<file path="src/wcp_pkg.sv">
// Shared types, constants and tag tables for the WAV chunk header parser.
`timescale 1ns / 1ps
`default_nettype none

package wcp_pkg;

    // Parser phases
    typedef enum logic [2:0] {
        PH_RIFF = 3'd0,
        PH_HEAD = 3'd1,
        PH_FMT  = 3'd2,
        PH_SKIP = 3'd3,
        PH_DONE = 3'd4,
        PH_FAIL = 3'd5
    } t_phase;

    // Kind of chunk whose header is being read
    typedef enum logic [1:0] {
        TAG_OTHER = 2'd0,
        TAG_FMT   = 2'd1,
        TAG_DATA  = 2'd2
    } t_tag;

    // Lengths, counted in bytes
    localparam logic [4:0] RIFF_LEN = 5'd12;
    localparam logic [4:0] HEAD_LEN = 5'd8;
    localparam logic [4:0] FMT_MIN  = 5'd16;

    // Highest byte address just past the end of a following chunk header
    localparam logic [33:0] POS_LIMIT = 34'h0_FFFF_FFFF;

    // One verdict item
    typedef struct packed {
        logic        ok;
        logic [31:0] sample_rate;
        logic [15:0] channel_count;
        logic [15:0] sample_bits;
        logic [31:0] pcm_offset;
        logic [31:0] pcm_size;
    } t_result;

    // Expected byte of the RIFF header; the size bytes are never compared
    function automatic logic [7:0] riff_char(input logic [3:0] idx);
        logic [7:0] c;
        case (idx)
            4'd0:    c = 8'h52; // R
            4'd1:    c = 8'h49; // I
            4'd2:    c = 8'h46; // F
            4'd3:    c = 8'h46; // F
            4'd8:    c = 8'h57; // W
            4'd9:    c = 8'h41; // A
            4'd10:   c = 8'h56; // V
            4'd11:   c = 8'h45; // E
            default: c = 8'h00;
        endcase
        return c;
    endfunction

    // "fmt " chunk tag
    function automatic logic [7:0] fmt_char(input logic [1:0] idx);
        logic [7:0] c;
        case (idx)
            2'd0:    c = 8'h66; // f
            2'd1:    c = 8'h6D; // m
            2'd2:    c = 8'h74; // t
            default: c = 8'h20; // space
        endcase
        return c;
    endfunction

    // "data" chunk tag
    function automatic logic [7:0] data_char(input logic [1:0] idx);
        logic [7:0] c;
        case (idx)
            2'd0:    c = 8'h64; // d
            2'd1:    c = 8'h61; // a
            2'd2:    c = 8'h74; // t
            default: c = 8'h61; // a
        endcase
        return c;
    endfunction

endpackage

`default_nettype wire

</file>
<file path="src/wav_chunk_header_parser.sv">
// Top level of the WAV chunk header parser.
//
//   channel | direction | handshake                 | payload
//   --------+-----------+---------------------------+----------------------------------
//   in      | input     | i_in_valid / o_in_ready   | i_data_byte, i_final_byte
//   out     | output    | o_out_valid / i_out_ready | o_ok, o_sample_rate, o_channel_count,
//           |           |                           | o_sample_bits, o_pcm_offset, o_pcm_size
//
// One byte item per cycle is accepted while no final byte is held back; each is parsed as it
// leaves the input register, and a final byte's verdict is loaded into the result register at
// that same edge, so o_out_valid comes from the result register, behind the input register.
// The per-byte update (one 34-bit add and compare for the skip range) sets the cycle.
// Synchronous active-low reset clears both stages and the parser state.
// A final byte holds in the input register while the result register is full and
// not taken; other bytes flow regardless of the output side.
`timescale 1ns / 1ps
`default_nettype none

module wav_chunk_header_parser
    import wcp_pkg::*;
(
    input  wire logic        i_clk,
    input  wire logic        i_rst_n,
    input  wire logic        i_in_valid,
    output logic             o_in_ready,
    input  wire logic [7:0]  i_data_byte,
    input  wire logic        i_final_byte,
    output logic             o_out_valid,
    input  wire logic        i_out_ready,
    output logic             o_ok,
    output logic [31:0]      o_sample_rate,
    output logic [15:0]      o_channel_count,
    output logic [15:0]      o_sample_bits,
    output logic [31:0]      o_pcm_offset,
    output logic [31:0]      o_pcm_size
);

    logic       out_free;
    logic       step;
    logic [7:0] step_byte;
    logic       step_final;
    t_result    verdict;
    t_result    held;

    // Input register
    wcp_in_stage u_in (
        .i_clk        (i_clk),
        .i_rst_n      (i_rst_n),
        .i_valid      (i_in_valid),
        .i_data_byte  (i_data_byte),
        .i_final_byte (i_final_byte),
        .i_out_free   (out_free),
        .o_ready      (o_in_ready),
        .o_step       (step),
        .o_byte       (step_byte),
        .o_final      (step_final)
    );

    // Chunk walk
    wcp_parser u_parser (
        .i_clk    (i_clk),
        .i_rst_n  (i_rst_n),
        .i_step   (step),
        .i_byte   (step_byte),
        .i_final  (step_final),
        .o_result (verdict)
    );

    // Result register
    wcp_out_stage u_out (
        .i_clk    (i_clk),
        .i_rst_n  (i_rst_n),
        .i_load   (step && step_final),
        .i_result (verdict),
        .i_ready  (i_out_ready),
        .o_valid  (o_out_valid),
        .o_result (held),
        .o_free   (out_free)
    );

    assign o_ok            = held.ok;
    assign o_sample_rate   = held.sample_rate;
    assign o_channel_count = held.channel_count;
    assign o_sample_bits   = held.sample_bits;
    assign o_pcm_offset    = held.pcm_offset;
    assign o_pcm_size      = held.pcm_size;

endmodule

`default_nettype wire

</file>
<file path="src/wcp_in_stage.sv">
// Input register stage: holds one byte item until the parser can consume it.
`timescale 1ns / 1ps
`default_nettype none

module wcp_in_stage
    import wcp_pkg::*;
(
    input  wire logic       i_clk,
    input  wire logic       i_rst_n,
    input  wire logic       i_valid,
    input  wire logic [7:0] i_data_byte,
    input  wire logic       i_final_byte,
    input  wire logic       i_out_free,
    output logic            o_ready,
    output logic            o_step,
    output logic [7:0]      o_byte,
    output logic            o_final
);

    logic       r_valid;
    logic [7:0] r_byte;
    logic       r_final;

    // A final byte waits until the result register has room
    assign o_step  = r_valid && (!r_final || i_out_free);
    assign o_ready = !r_valid || o_step;
    assign o_byte  = r_byte;
    assign o_final = r_final;

    // Occupancy
    always_ff @(posedge i_clk) begin
        if (!i_rst_n) begin
            r_valid <= 1'b0;
        end else if (o_ready) begin
            r_valid <= i_valid;
        end
    end

    // Payload
    always_ff @(posedge i_clk) begin
        if (i_valid && o_ready) begin
            r_byte  <= i_data_byte;
            r_final <= i_final_byte;
        end
    end

endmodule

`default_nettype wire

</file>
<file path="src/wcp_parser.sv">
// Parser state and per-byte update of the RIFF/WAVE chunk walk.
`timescale 1ns / 1ps
`default_nettype none

module wcp_parser
    import wcp_pkg::*;
(
    input  wire logic       i_clk,
    input  wire logic       i_rst_n,
    input  wire logic       i_step,
    input  wire logic [7:0] i_byte,
    input  wire logic       i_final,
    output t_result         o_result
);

    t_phase      r_phase,    n_phase;
    logic [31:0] r_pos,      n_pos;
    logic [4:0]  r_idx,      n_idx;
    logic        r_match,    n_match;
    t_tag        r_tag,      n_tag;
    logic [31:0] r_len,      n_len;
    logic [32:0] r_skip,     n_skip;
    logic [31:0] r_rate,     n_rate;
    logic [15:0] r_chans,    n_chans;
    logic [15:0] r_bits,     n_bits;
    logic [31:0] r_offset,   n_offset;
    logic [31:0] r_size,     n_size;
    logic        r_fmt_seen, n_fmt_seen;
    logic        r_dat_seen, n_dat_seen;

    logic [4:0]  idx_inc;
    logic [31:0] len_fin;
    logic        pad;
    logic [33:0] next_end;
    logic        fits;
    logic        go_head;

    // Header length as it stands once the last size byte is in
    assign idx_inc  = r_idx + 5'd1;
    assign len_fin  = {i_byte, r_len[23:0]};
    assign pad      = len_fin[0];
    // Next header start plus its eight bytes must stay inside 32 bits
    assign next_end = {2'b00, r_pos} + {2'b00, len_fin} + {33'd0, pad} + 34'd9;
    assign fits     = (next_end <= POS_LIMIT);

    // Next state
    always_comb begin
        n_phase    = r_phase;
        n_pos      = r_pos;
        n_idx      = r_idx;
        n_match    = r_match;
        n_tag      = r_tag;
        n_len      = r_len;
        n_skip     = r_skip;
        n_rate     = r_rate;
        n_chans    = r_chans;
        n_bits     = r_bits;
        n_offset   = r_offset;
        n_size     = r_size;
        n_fmt_seen = r_fmt_seen;
        n_dat_seen = r_dat_seen;
        go_head    = 1'b0;
        if (i_step) begin
            case (r_phase)
                PH_RIFF: begin
                    if ((r_idx < 5'd4 || r_idx >= 5'd8) && i_byte != riff_char(r_idx[3:0])) begin
                        n_match = 1'b0;
                    end
                    n_idx = idx_inc;
                    if (idx_inc >= RIFF_LEN) begin
                        if (n_match) begin
                            go_head = 1'b1;
                        end else begin
                            n_phase = PH_FAIL;
                        end
                    end
                end
                PH_HEAD: begin
                    if (r_idx == 5'd0) begin
                        if (i_byte == fmt_char(2'd0)) begin
                            n_tag = TAG_FMT;
                        end else if (i_byte == data_char(2'd0)) begin
                            n_tag = TAG_DATA;
                        end else begin
                            n_tag = TAG_OTHER;
                        end
                    end else if (r_idx < 5'd4) begin
                        if ((r_tag == TAG_FMT && i_byte != fmt_char(r_idx[1:0])) ||
                            (r_tag == TAG_DATA && i_byte != data_char(r_idx[1:0]))) begin
                            n_tag = TAG_OTHER;
                        end
                    end else begin
                        // size is little endian; lanes start cleared
                        n_len[8*r_idx[1:0] +: 8] = i_byte;
                    end
                    n_idx = idx_inc;
                    // Header complete: decide what follows
                    if (idx_inc >= HEAD_LEN) begin
                        if (r_tag == TAG_FMT) begin
                            if (len_fin < {27'd0, FMT_MIN} || !fits) begin
                                n_phase = PH_FAIL;
                            end else begin
                                n_skip  = {1'b0, len_fin} - {28'd0, FMT_MIN} + {32'd0, pad};
                                n_phase = PH_FMT;
                                n_idx   = 5'd0;
                            end
                        end else if (r_tag == TAG_DATA && r_fmt_seen) begin
                            n_offset   = r_pos + 32'd1;
                            n_size     = len_fin;
                            n_dat_seen = 1'b1;
                            n_phase    = PH_DONE;
                        end else begin
                            if (r_tag == TAG_DATA) begin
                                n_offset   = r_pos + 32'd1;
                                n_size     = len_fin;
                                n_dat_seen = 1'b1;
                            end
                            if (!fits) begin
                                n_phase = PH_FAIL;
                            end else begin
                                n_skip = {1'b0, len_fin} + {32'd0, pad};
                                if (n_skip == 33'd0) begin
                                    go_head = 1'b1;
                                end else begin
                                    n_phase = PH_SKIP;
                                end
                            end
                        end
                    end
                end
                PH_FMT: begin
                    case (r_idx) inside
                        [5'd2:5'd3]:   n_chans[8*r_idx[0] +: 8] = i_byte;
                        [5'd4:5'd7]:   n_rate[8*r_idx[1:0] +: 8] = i_byte;
                        [5'd14:5'd15]: n_bits[8*r_idx[0] +: 8] = i_byte;
                        default:       ;
                    endcase
                    n_idx = idx_inc;
                    if (idx_inc >= FMT_MIN) begin
                        n_fmt_seen = 1'b1;
                        if (r_dat_seen) begin
                            n_phase = PH_DONE;
                        end else if (r_skip == 33'd0) begin
                            go_head = 1'b1;
                        end else begin
                            n_phase = PH_SKIP;
                        end
                    end
                end
                PH_SKIP: begin
                    if (r_skip != 33'd0) begin
                        n_skip = r_skip - 33'd1;
                    end
                    if (n_skip == 33'd0) begin
                        go_head = 1'b1;
                    end
                end
                default: ;
            endcase
            // Start of a new chunk header
            if (go_head) begin
                n_phase = PH_HEAD;
                n_idx   = 5'd0;
                n_tag   = TAG_OTHER;
                n_len   = 32'd0;
            end
            n_pos = r_pos + 32'd1;
        end
    end

    // Verdict, taken from the state after this byte
    always_comb begin
        o_result.ok            = (n_phase == PH_DONE);
        o_result.sample_rate   = o_result.ok ? n_rate   : 32'd0;
        o_result.channel_count = o_result.ok ? n_chans  : 16'd0;
        o_result.sample_bits   = o_result.ok ? n_bits   : 16'd0;
        o_result.pcm_offset    = o_result.ok ? n_offset : 32'd0;
        o_result.pcm_size      = o_result.ok ? n_size   : 32'd0;
    end

    // State registers; the final byte returns everything to reset
    always_ff @(posedge i_clk) begin
        if (!i_rst_n || (i_step && i_final)) begin
            r_phase    <= PH_RIFF;
            r_pos      <= 32'd0;
            r_idx      <= 5'd0;
            r_match    <= 1'b1;
            r_tag      <= TAG_OTHER;
            r_len      <= 32'd0;
            r_skip     <= 33'd0;
            r_rate     <= 32'd0;
            r_chans    <= 16'd0;
            r_bits     <= 16'd0;
            r_offset   <= 32'd0;
            r_size     <= 32'd0;
            r_fmt_seen <= 1'b0;
            r_dat_seen <= 1'b0;
        end else begin
            r_phase    <= n_phase;
            r_pos      <= n_pos;
            r_idx      <= n_idx;
            r_match    <= n_match;
            r_tag      <= n_tag;
            r_len      <= n_len;
            r_skip     <= n_skip;
            r_rate     <= n_rate;
            r_chans    <= n_chans;
            r_bits     <= n_bits;
            r_offset   <= n_offset;
            r_size     <= n_size;
            r_fmt_seen <= n_fmt_seen;
            r_dat_seen <= n_dat_seen;
        end
    end

`ifndef SYNTHESIS
    // Done only once both chunks have been seen
    a_done_needs_both: assert property (@(posedge i_clk) disable iff (!i_rst_n)
        (r_phase == PH_DONE) |-> (r_fmt_seen && r_dat_seen))
        else $error("done reached without fmt and data chunks");

    // Final byte leaves the parser in its reset state
    a_final_resets: assert property (@(posedge i_clk) disable iff (!i_rst_n)
        (i_step && i_final) |=> (r_phase == PH_RIFF && r_pos == 32'd0 && !r_fmt_seen))
        else $error("parser not reset after final byte");

    // Header byte counter stays inside the RIFF header
    a_riff_idx: assert property (@(posedge i_clk) disable iff (!i_rst_n)
        (r_phase == PH_RIFF) |-> (r_idx < RIFF_LEN))
        else $error("RIFF byte index out of range");

    // A skip in progress always has bytes left
    a_skip_nonzero: assert property (@(posedge i_clk) disable iff (!i_rst_n)
        (r_phase == PH_SKIP) |-> (r_skip != 33'd0))
        else $error("skip phase with nothing left to skip");
`endif

endmodule

`default_nettype wire

</file>
<file path="src/wcp_out_stage.sv">
// Result register: holds one verdict item until it is taken.
`timescale 1ns / 1ps
`default_nettype none

module wcp_out_stage
    import wcp_pkg::*;
(
    input  wire logic    i_clk,
    input  wire logic    i_rst_n,
    input  wire logic    i_load,
    input  t_result      i_result,
    input  wire logic    i_ready,
    output logic         o_valid,
    output t_result      o_result,
    output logic         o_free
);

    logic    r_valid;
    t_result r_result;

    assign o_valid  = r_valid;
    assign o_result = r_result;
    assign o_free   = !r_valid || i_ready;

    // Occupancy
    always_ff @(posedge i_clk) begin
        if (!i_rst_n) begin
            r_valid <= 1'b0;
        end else if (i_load) begin
            r_valid <= 1'b1;
        end else if (i_ready) begin
            r_valid <= 1'b0;
        end
    end

    // Payload
    always_ff @(posedge i_clk) begin
        if (i_load) begin
            r_result <= i_result;
        end
    end

endmodule

`default_nettype wire
</file>
<file path="config.mk">
export PLATFORM = sky130hd
export DESIGN_NAME = wav_chunk_header_parser
export DESIGN_NICKNAME = d
export VERILOG_FILES = /design/src/wcp_pkg.sv /design/src/wav_chunk_header_parser.sv /design/src/wcp_in_stage.sv /design/src/wcp_parser.sv /design/src/wcp_out_stage.sv
export SDC_FILE = /design/constraint.sdc
export NUM_CORES = 1
export LEC_CHECK = 0
export BUFFER_PORTS_ARGS = -buffer_cell sky130_fd_sc_hd__buf_2
export CAP_MARGIN = 20
export CORE_UTILIZATION = 55
export DETAILED_ROUTE_END_ITERATION = 12
export GPL_TIMING_DRIVEN = 0
export PLACE_DENSITY = 0.77
export SLEW_MARGIN = 20
export SYNTH_ARGS = -nofsm -noshare
export SYNTH_HDL_FRONTEND = slang
export SYNTH_SLANG_ARGS = --single-unit
export TNS_END_PERCENT = 30
</file>
<file path="constraint.sdc">
create_clock -name i_clk -period 4.9 [get_ports i_clk]
set_input_delay 0.245 -clock i_clk [delete_from_list [all_inputs] [get_ports i_clk]]
set_output_delay 0.245 -clock i_clk [all_outputs]
set_load 0.005 [all_outputs]
</file>
# Word level (Yosys, flattened, before mapping)
# Memory sizes are Yosys's and may differ from the RTL's. A register that Yosys moved wholly into a read port is not among the register bits.
# Cells that the tools add are included.
# Widths: inputs -> output; s select.
[word_totals]
word_cells = 218
ramBits = 0
romBits = 96
input_bits = 13
n_memories = 1
latch_bits = 0
output_inout_bits = 131
ff_bits = 378
[memory_table]
columns = ["name", "words", "word_bits", "read_ports", "rd_clocked_by_memory_dff", "write_ports", "line", "source"]
rows = [
  ["(name not given)", 16, 6, 1, 1, 0, "wcp_pkg.sv:45", "case (idx)"],
]
[op_classes]
n_mux = 101
shifts = 4
div = 0
eq_ne = 19
n_bitwise = 1
n_reduce_logical = 44
n_lt_le_gt_ge = 13
n_mul = 0
add_sub_neg = 11
[ops]
columns = ["cell", "count"]
rows = [
  ["$mux 32", 20],
  ["$mux 33", 8],
  ["$mux 16", 8],
  ["$logic_not 33->1", 3],
  ["$mux 8", 10],
  ["$pmux 33 s2", 1],
  ["$bwmux 32", 2],
  ["$mux 3", 13],
  ["$add 34x1->34", 1],
  ["$add 34x4->34 const B", 1],
  ["$le 34x32->1 const B", 1],
  ["$neg 4->34", 1],
  ["$neg 5->34", 1],
  ["$shift 8x34->16 const A", 1],
  ["$shift 8x34->32 const A", 1],
  ["$shiftx 8x34->16", 1],
  ["$shiftx 8x34->32", 1],
  ["$add 32x1->33", 1],
  ["$add 32x32->33", 1],
  ["$add 33x1->33", 1],
  ["$reduce_bool 33->1", 1],
  ["$sub 32x5->33 const B", 1],
  ["$sub 33x1->33 const B", 1],
  ["$add 32x1->32 const B", 1],
  ["other kinds (46)", 112],
]

# Longest topological paths before layout
# Gate-level depths: netlist of run 1.
[depth]
ltp_word = 18
mapped_depth = 18
mapped_depth_nobuf = 15

# Hierarchy
# Synthesis of run 1 repeated with hierarchy kept, for this count alone.
[unflattened]
hier_cells = 2085
hier_area_um2 = 19869.1
[modules_own_cells]
columns = ["mod", "seq_area_each_um2", "area_each_um2", "cells_per_inst", "instances"]
rows = [
  ["wcp_parser", 4724.5, 15595.0, 1935, 1],
  ["wcp_out_stage", 3893.7, 3922.5, 133, 1],
  ["wcp_in_stage", 290.3, 345.3, 16, 1],
  ["wav_chunk_header_parser", 0.0, 6.3, 1, 1],
]

# Worst setup path before layout of run 1
# No wires, ideal clock.
[synth_timing]
kind = "register to register"
start = "register u_out.r_valid, in the netlist u_out.o_valid"
end = "register u_parser.r_skip[4]"
stages_incl_launch_ff = 9
arrival_ps = 4892
setup_time_ps = 132
required_ps = 4768
n_path_buf = 3
slack_ps = -124
synth_period_minus_slack_ps = 5024
path_cell_list = "dfxtp_1 > nor2b_1 > nand2_1 > and3_1 > nand2b_1 > clkbuf_1 > clkbuf_1 > buf_1 > nor3_1"
[synth_between]
elab_chain_cells = 6
elab_cells_between_ends = 7
classes_between = "reduce/logical: 7"
[synth_lines]
columns = ["element", "line", "source"]
rows = [
  ["start, declared", "wcp_out_stage.sv:18", "logic r_valid;"],
  ["start signal, assigned", "wcp_out_stage.sv:28", "r_valid <= 1'b0;"],
  ["start signal, assigned", "wcp_out_stage.sv:30", "r_valid <= 1'b1;"],
  ["start signal, assigned", "wcp_out_stage.sv:32", "r_valid <= 1'b0;"],
  ["$logic_not 1->1", "wcp_out_stage.sv:23", "assign o_free = !r_valid || i_ready;"],
  ["$logic_or 1x1->1", "wcp_out_stage.sv:23", ""],
  ["$logic_or 1x1->1", "wcp_in_stage.sv:25", "assign o_step = r_valid && (!r_final || i_out_free);"],
  ["$logic_and 1x1->1", "wcp_in_stage.sv:25", ""],
  ["$logic_and 1x1->1", "--", ""],
  ["named net u_out.i_load", "wcp_out_stage.sv:10", "input wire logic i_load,"],
  ["$logic_or 1x1->1", "wcp_parser.sv:183", "if (!i_rst_n || (i_step && i_final)) begin"],
  ["end signal, assigned", "wcp_parser.sv:205", "r_skip <= n_skip;"],
  ["end, declared", "wcp_parser.sv:22", "logic [32:0] r_skip, n_skip;"],
]
# The timed path passes the listed nets, and every way through them passes these cells.
# A chain may end at the register's enable or synchronous reset.

# Worst setup path after layout of run 1
[layout_timing]
start = "register u_parser.r_len[0]"
end = "register u_parser.r_skip[7]"
[layout_between]
elab_chain_cells = 8
elab_cells_between_ends = 19
classes_between = "add/sub: 6; order compare: 2; eq/ne: 2; mux: 6; reduce/logical: 3"
[layout_lines]
columns = ["element", "line", "source"]
rows = [
  ["start, declared", "wcp_parser.sv:21", "logic [31:0] r_len, n_len;"],
  ["start signal, assigned", "wcp_parser.sv:204", "r_len <= n_len;"],
  ["$add 32x32->33", "wcp_parser.sv:43", "assign next_end = {2'b00, r_pos} + {2'b00, len_fin} + {33'd0, pad} + 34'd9;"],
  ["$add 34x1->34", "wcp_parser.sv:43", ""],
  ["$add 34x4->34", "wcp_parser.sv:43", ""],
  ["$le 34x32->1", "wcp_parser.sv:44", "assign fits = (next_end <= POS_LIMIT);"],
  ["$logic_not 1->1", "wcp_parser.sv:100", "if (len_fin < {27'd0, FMT_MIN} || !fits) begin"],
  ["$logic_or 1x1->1", "wcp_parser.sv:100", ""],
  ["$ne 3x3->1 (no source line)", "--", ""],
  ["$reduce_and 6->1 (no source line)", "--", ""],
]
# Parallel ways exist; a longest one is shown, timed or not. The select of a mux whose other input is x is not followed.

==> results.md, run 1 <==
- Initial detailed-routing violation count: 2055
- Critical path required time: 5390 ps
- Drt drc: 0
- Final Hold Fails: 0
- Worst R2R Setup Slack: 20 ps
- FF-to-FF End: u_parser.r_skip[7]$_SDFFE_PP0P_
- Setup_tns: 0 ps
- Gr ovfl total: 0
- Fin cells: 3033
- Final wirelength: 74500 microns
- Initial antenna violation count: 1
- Status: completed
- CTS sink cnt: 376
- Worst slew pin tran: 1180 ps
- Final HPWL DP: 54300 microns
- Final Setup Violations: 0
- Clock transition at the registers of the reported paths: 60 ps
- Min-delay worst type: in -> reg
- CP Buf/Inv Count: 3
- R2R depth: 17
- Seq/Total Area, Yosys: 0.434
- Crit path DAT: 5370 ps
- Vias: 19900
- Design area: 24400 sq um
- Crit end category: flop
- Mapped Nets: 2378
- WL/cell: 24.6 microns
- M1 GR Usage: 0.468
- Largest net degree at the start of global routing: 54
- Area Growth Syn to Fin: 19.2%
- Worst VDD drop: 312 uV
- Worst-case clock buffer depth: 3
- Synth Instances: 2313
- Die height: 195 microns
- P_leak: 8.93 nW
- Crit path depth: 17
- CP Launch Point: u_parser.r_len[0]$_SDFFE_PP0P_
- Die Wd: 195 microns
- Final Max Slew Viols: 0
- H-tree depth: 2
- Fin crit share: 0.997
- R2r startpoint: u_parser.r_len[0]$_SDFFE_PP0P_
- Core ar.: 36600 sq um
- Ys async rst share: 0
- CTS Root Cell: clkbuf_16
- CTS tree: done
- Placed insts: 2928
- Filler cell count: 2985
- Worst Path Class, Setup: reg -> reg
- Clock latency on the worst-skew pair: 570 ps
- Slowest stage delay, CP: 450 ps
- Slowest CP cell: clkbuf_1
- Core Rows: 70
- FF+latch count, synth: 376
- Grt peak-use layer: met2
- Global placer's final weighted congestion: 1.01
- Layout Skew: 20.2 ps
- WHS: 55.1 ps
- Die area: 38100 sq um
- GR met2 Demand/Resource: 0.644
- Dpl cell area: 21900 sq um
- Post-synthesis instance area: 20500 sq um
- Min Tclk post-route: 4880 ps
- CP startpoint kind: flop
- M3 GR Usage: 0.0620
- Setup crit end: u_parser.r_skip[7]$_SDFFE_PP0P_
- PD cells: 280 nW/um^2
- Initial core utilization: 0.560
- Port-buffer cells: 143
- Max Clock Freq: 205 MHz
- Max cap viols: 0
- Drt via density: 6.56
- Library cells used by synthesis: 86
- Vias in the first global route: 19000
- CP Max Fanout: 10
- Syn Area/Cell: 8.86 sq um
- Final core area utilization: 0.668
- GRT Total Usage: 0.379
- Cts bufs inserted: 41
- First-pass GRT wire length: 111000 microns
- Top Ports: 144
- Diode count: 0
- Relative max-transition margin: 0.208
- EDFF count, synth: 138
- Net count, final: 2598
- Cell Chain, Critical Path: ha_2, fa_2, a21o_1, a221o_1, a221o_2, a211oi_2, o211ai_1, a2111oi_4, and4b_2, and2_1, clkbuf_4, o211a_1, o21a_1, clkbuf_1, buf_2, nand2_1, a21oi_1
- Yosys warnings: 0
- RSZ-0062 raised after global routing: yes
- Detail Route Antenna Nets: 0
- Top FF cell, synth: dfxtp_1
- Layout cells sized above 1: 0.184
- CP delay by family, top: compound AO/OA/AOI/OAI gates
- Drt pass-1 iters: 6
[repair_timing]
item	4_1_cts	5_1_grt
endpoints found under the setup margin	167	180
hold buffers	12	0
setup buffers	10	8
pin swaps	9	13
hold endpoints to repair	11	0
gates cloned	0	0
gates resized for setup	98	100
[per-layer routing]
metal | share of wire | wire, microns | vias to the layer above
li1 | - | - | 8969
met1 | 0.39 | 29300 | 9699
met2 | 0.48 | 35400 | 994
met3 | 0.075 | 5610 | 243
met4 | 0.055 | 4120 | 2
met5 | 0.000094 | 7 | -
[flip-flops by register name, indices dropped and copies added, names as in the netlist, 2 cells and up, named ones only]
name and cells:
u_parser.r_tag 2, u_parser.r_offset 32, u_parser.r_pos 32, u_parser.r_size 32, u_parser.r_skip 33, u_parser.r_chans 16
u_in.o_byte 8, u_out.o_result 129, u_parser.r_rate 32, u_parser.r_phase 3, u_parser.r_len 24, u_parser.r_bits 16
u_parser.r_idx 5
[logic make-up (layout without fill, tap and decap cells)]
kind of cell / Yosys count / count (layout) / share of synthesized area
adders and majority gates: 52 / 52 / 0.0321
muxes: 81 / 81 / 0.0397
and+or+nand+nor: 1006 / 1006 / 0.256
DFF: 376 / 376 / 0.434
xor gates and xnor gates: 112 / 112 / 0.0478
AOI/OAI and AO/OA: 470 / 470 / 0.145
buffers and inverters: 216 / 468 / 0.0449
[power by group]
part           switching (W)  internal, W
Combinational       0.000268    0.0000934
Clock                0.00131      0.00189
Sequential         0.0000225      0.00326
[worst min-delay path by stage]
stage / cells past startpoint / from / slack, ps / to
after floorplan: 0 / i_data_byte[0] / 340 / u_in.o_byte[0]$_DFFE_PP_
after global placement: 1 / i_data_byte[7] / 420 / u_in.o_byte[7]$_DFFE_PP_
after detailed placement: 1 / i_data_byte[7] / 430 / u_in.o_byte[7]$_DFFE_PP_
after CTS: 3 / i_out_ready / 50 / u_out.o_valid$_SDFFE_PN0P_
after global routing: 3 / i_out_ready / 90 / u_out.o_valid$_SDFFE_PN0P_
final: 3 / i_out_ready / 60 / u_out.o_valid$_SDFFE_PN0P_
[stage by stage]
step                worst slack (ps)  power, W
detailed placement              -719   0.00366
CTS                            -5.26   0.00681
finish                          15.4   0.00684
global placement                -681   0.00365
global route                    -120   0.00698
floorplan                        621   0.00352
[layout make-up]
| cell class | count | area (sq um) | area share |
|---|---|---|---|
| Buffer | 179 | 870 | 0.0356 |
| Sequential cell | 376 | 8920 | 0.365 |
| Clock inverter | 13 | 201 | 0.00824 |
| Clock buffer | 62 | 1180 | 0.0483 |
| Inverter | 37 | 139 | 0.00568 |
| Tap cell | 468 | 586 | 0.0240 |
| Timing Repair Buffer | 177 | 1050 | 0.0429 |
| Multi-Input combinational cell | 1721 | 11500 | 0.471 |
[tightest hold or removal path, stage by stage]
cell     delay, ps
buf_2           70
nor2b_1         60
o21a_1         190
[cell usage in the layout (no fill, tap or decap), types with 62 or more instances in the layout]
| cell type | instances |
|---|---|
| nor4_2 | 65 |
| buf_2 | 170 |
| nor4_1 | 73 |
| o21ai_0 | 107 |
| nor3_1 | 62 |
| xnor2_1 | 62 |
| dfxtp_1 | 231 |
| edfxtp_1 | 138 |
| nand2_1 | 158 |
| clkbuf_1 | 112 |
| a21oi_1 | 158 |
| mux2i_1 | 78 |
| nor2_1 | 307 |
[synth_stat cells (50+ instances only)]
library cell  instances  share of area
o21ai_0             110          0.027
xor2_1               50          0.021
clkbuf_1            118          0.022
ha_1                 51          0.031
nor2_1              311          0.057
nand2_1             160          0.029
mux2i_1              79          0.039
dfxtp_1             238           0.23
edfxtp_1            138           0.20
nor4_1              137          0.042
a21oi_1             161          0.039
nor3_1               67          0.016
and3_1               58          0.018
xnor2_1              62          0.026
nand3_1              59          0.014
(Power assumes the default switching activity.)
==> run 2, diff against run 1 <==
CORE_UTILIZATION = 60   (was 55)
PLACE_DENSITY = 0.81   (was 0.77)
clock period = 5.8 ns   (was 4.9 ns; I/O delays follow)
==> results.md, run 2 (synthesis results as in run 1) <==
- Final Hold Fails: 0
- Vias: 19800
- Slowest stage delay, CP: 560 ps
- Max reg flops: 129
- Max Clock Freq: 179 MHz
- Final HPWL DP: 52900 microns
- Die Wd: 187 microns
- Gr ovfl total: 0
- Drt drc: 0
- Filler cell count: 2588
- CTS sink cnt: 376
- Initial antenna violation count: 1
- Drt via density: 6.63
- CP startpoint kind: flop
- FF/Latch Area: 8910 sq um
- Initial detailed-routing violation count: 2244
- PD cells: 248 nW/um^2
- Area Growth Syn to Fin: 14.0%
- Setup_tns: 0 ps
- Crit end category: flop
- Layout Skew: 26.5 ps
- Largest net degree at the start of global routing: 62
- Commonest non-fill, non-tap cell in the layout: nor2_1
- Die area: 34900 sq um
- Drt pass-1 iters: 6
- Port-buffer cells: 143
- Fin crit share: 0.963
- P_leak: 8.73 nW
- CTS tree: done
- CP Buf/Inv Count: 4
- M3 GR Usage: 0.0735
- Status: completed
- Worst VDD drop: 246 uV
- GR met2 Demand/Resource: 0.670
- Relative max-transition margin: 0.215
- Total power: 0.00579 W
- Initial core utilization: 0.610
- GRT Total Usage: 0.401
- Cts bufs inserted: 39
- Worst slew pin tran: 1170 ps
- Die height: 187 microns
- Most frequent cells in the layout: 309 x nor2_1, 238 x dfxtp_1, 184 x buf_2
- CTS Root Cell: clkbuf_16
- Final Max Slew Viols: 0
- Detail Route Antenna Nets: 0
- Slowest CP cell: nor4_2
- Cell mode on critical path: buf_2
- Final Setup Violations: 0
- WL/cell: 24.1 microns
- Critical path required time: 6090 ps
- Multi-input gate area in the final layout: 10700 sq um
- Clock transition at the registers of the reported paths: 70 ps
- Design area: 23400 sq um
- Min-delay worst type: in -> reg
- Core Rows: 67
- RSZ-0062 raised after global routing: no
- Min Tclk post-route: 5590 ps
- Dpl cell area: 21900 sq um
- Net count, final: 2576
- Crit path DAT: 5880 ps
- Layout cells sized above 1: 0.132
- Worst-case clock buffer depth: 3
- H-tree depth: 2
- Vias in the first global route: 18500
- CP Max Fanout: 10
- Max cap viols: 0
- M1 GR Usage: 0.491
- Global placer's final weighted congestion: 1.00
- Cell Chain, Critical Path: inv_1, ha_1, or3b_2, or4_4, buf_6, o31ai_1, or4_1, nand4_1, nor4_2, a21oi_1, and2_4, a21oi_2, o21ai_1, nand2_1, buf_2, buf_2, nor4_1
- Clock latency on the worst-skew pair: 570 ps
- First-pass GRT wire length: 108000 microns
- CP delay by family, top: simple AND/OR/NAND/NOR gates
- Grt peak-use layer: met2
- Worst Path Class, Setup: reg -> reg
- Top Ports: 144
- Final wirelength: 72100 microns
- Core ar.: 33600 sq um
-- run 2: cell count changes in the layout (fill, tap and decap cells not counted), moves of 4 or more --
cell      before  now
nor4_1        73  137
nor4_2        65   22
buf_4         32    7
nor4_4        22    1
buf_2        170  184
clkbuf_4      13    0
clkbuf_1     112  123
clkbuf_2      12    1
dfxtp_1      231  238
dfxtp_2        7    0
clkinv_2       3    7
-- run 2: through the flow --
step / util / worst slack, ps / hold WS, ps / std cells
finish: 0.696 / 212 / 14.3 / 2990
CTS: 0.695 / 284 / 20.6 / 2989
global route: 0.695 / 72.2 / 13.8 / 2989
detailed placement: 0.651 / 321 / 466 / 2908
global placement: 0.648 / -1250 / 455 / 2904
floorplan: - / 776 / 389 / 2313
-- run 2: worst min-delay path, cell delays in order --
cell      delay, ps
buf_2           100
inv_1            60
a21boi_0         70
-- run 2: what timing repair did --
action / 4_1_cts / 5_1_grt
buffers inserted: 0 / 0
hold endpoints to repair: 10 / 0
endpoints found under the setup margin: 0 / 105
gates resized for setup: 0 / 2
hold buffers: 10 / 0
-- run 2: cell type report --
class | count | area share
Clock inverter | 18 | 0.0112
Inverter | 37 | 0.00594
Multi-Input combinational cell | 1721 | 0.458
Sequential cell | 376 | 0.381
Antenna cell | 1 | 0.000107
Timing Repair Buffer | 157 | 0.0379
Clock buffer | 53 | 0.0483
Buffer | 179 | 0.0334
Tap cell | 448 | 0.0240
-- run 2: metal layers --
metal,wire [microns],up-vias
li1,-,8919
met1,27200,9492
met2,34100,1196
met3,6410,230
met4,4310,0
met5,0,-
-- run 2: path summary, 6_finish.rpt --
check                                   startpoint                          endpoint  slack [ps]  cells past startpoint
setup / recovery   u_parser.r_skip[0]$_SDFFE_PP0P_  u_out.o_result[31]$_SDFFCE_PN0P_         210                     17
hold / removal                          i_in_valid         u_in.r_valid$_SDFFE_PN0N_          10                      3
setup reg to reg   u_parser.r_skip[0]$_SDFFE_PP0P_  u_out.o_result[31]$_SDFFCE_PN0P_         210                     17
hold reg to reg   u_parser.r_skip[31]$_SDFFE_PP0P_  u_parser.r_skip[31]$_SDFFE_PP0P_         480                      2
-- run 2: power breakdown --
part | leakage, nW | total [W] | switching (W) | internal (W)
combinational | 4.78 | 0.000282 | 0.000209 | 0.0000724
clock | 0.685 | 0.00274 | 0.00110 | 0.00164
sequential | 3.27 | 0.00277 | 0.0000204 | 0.00275
total | 8.73 | 0.00579 | 0.00133 | 0.00447
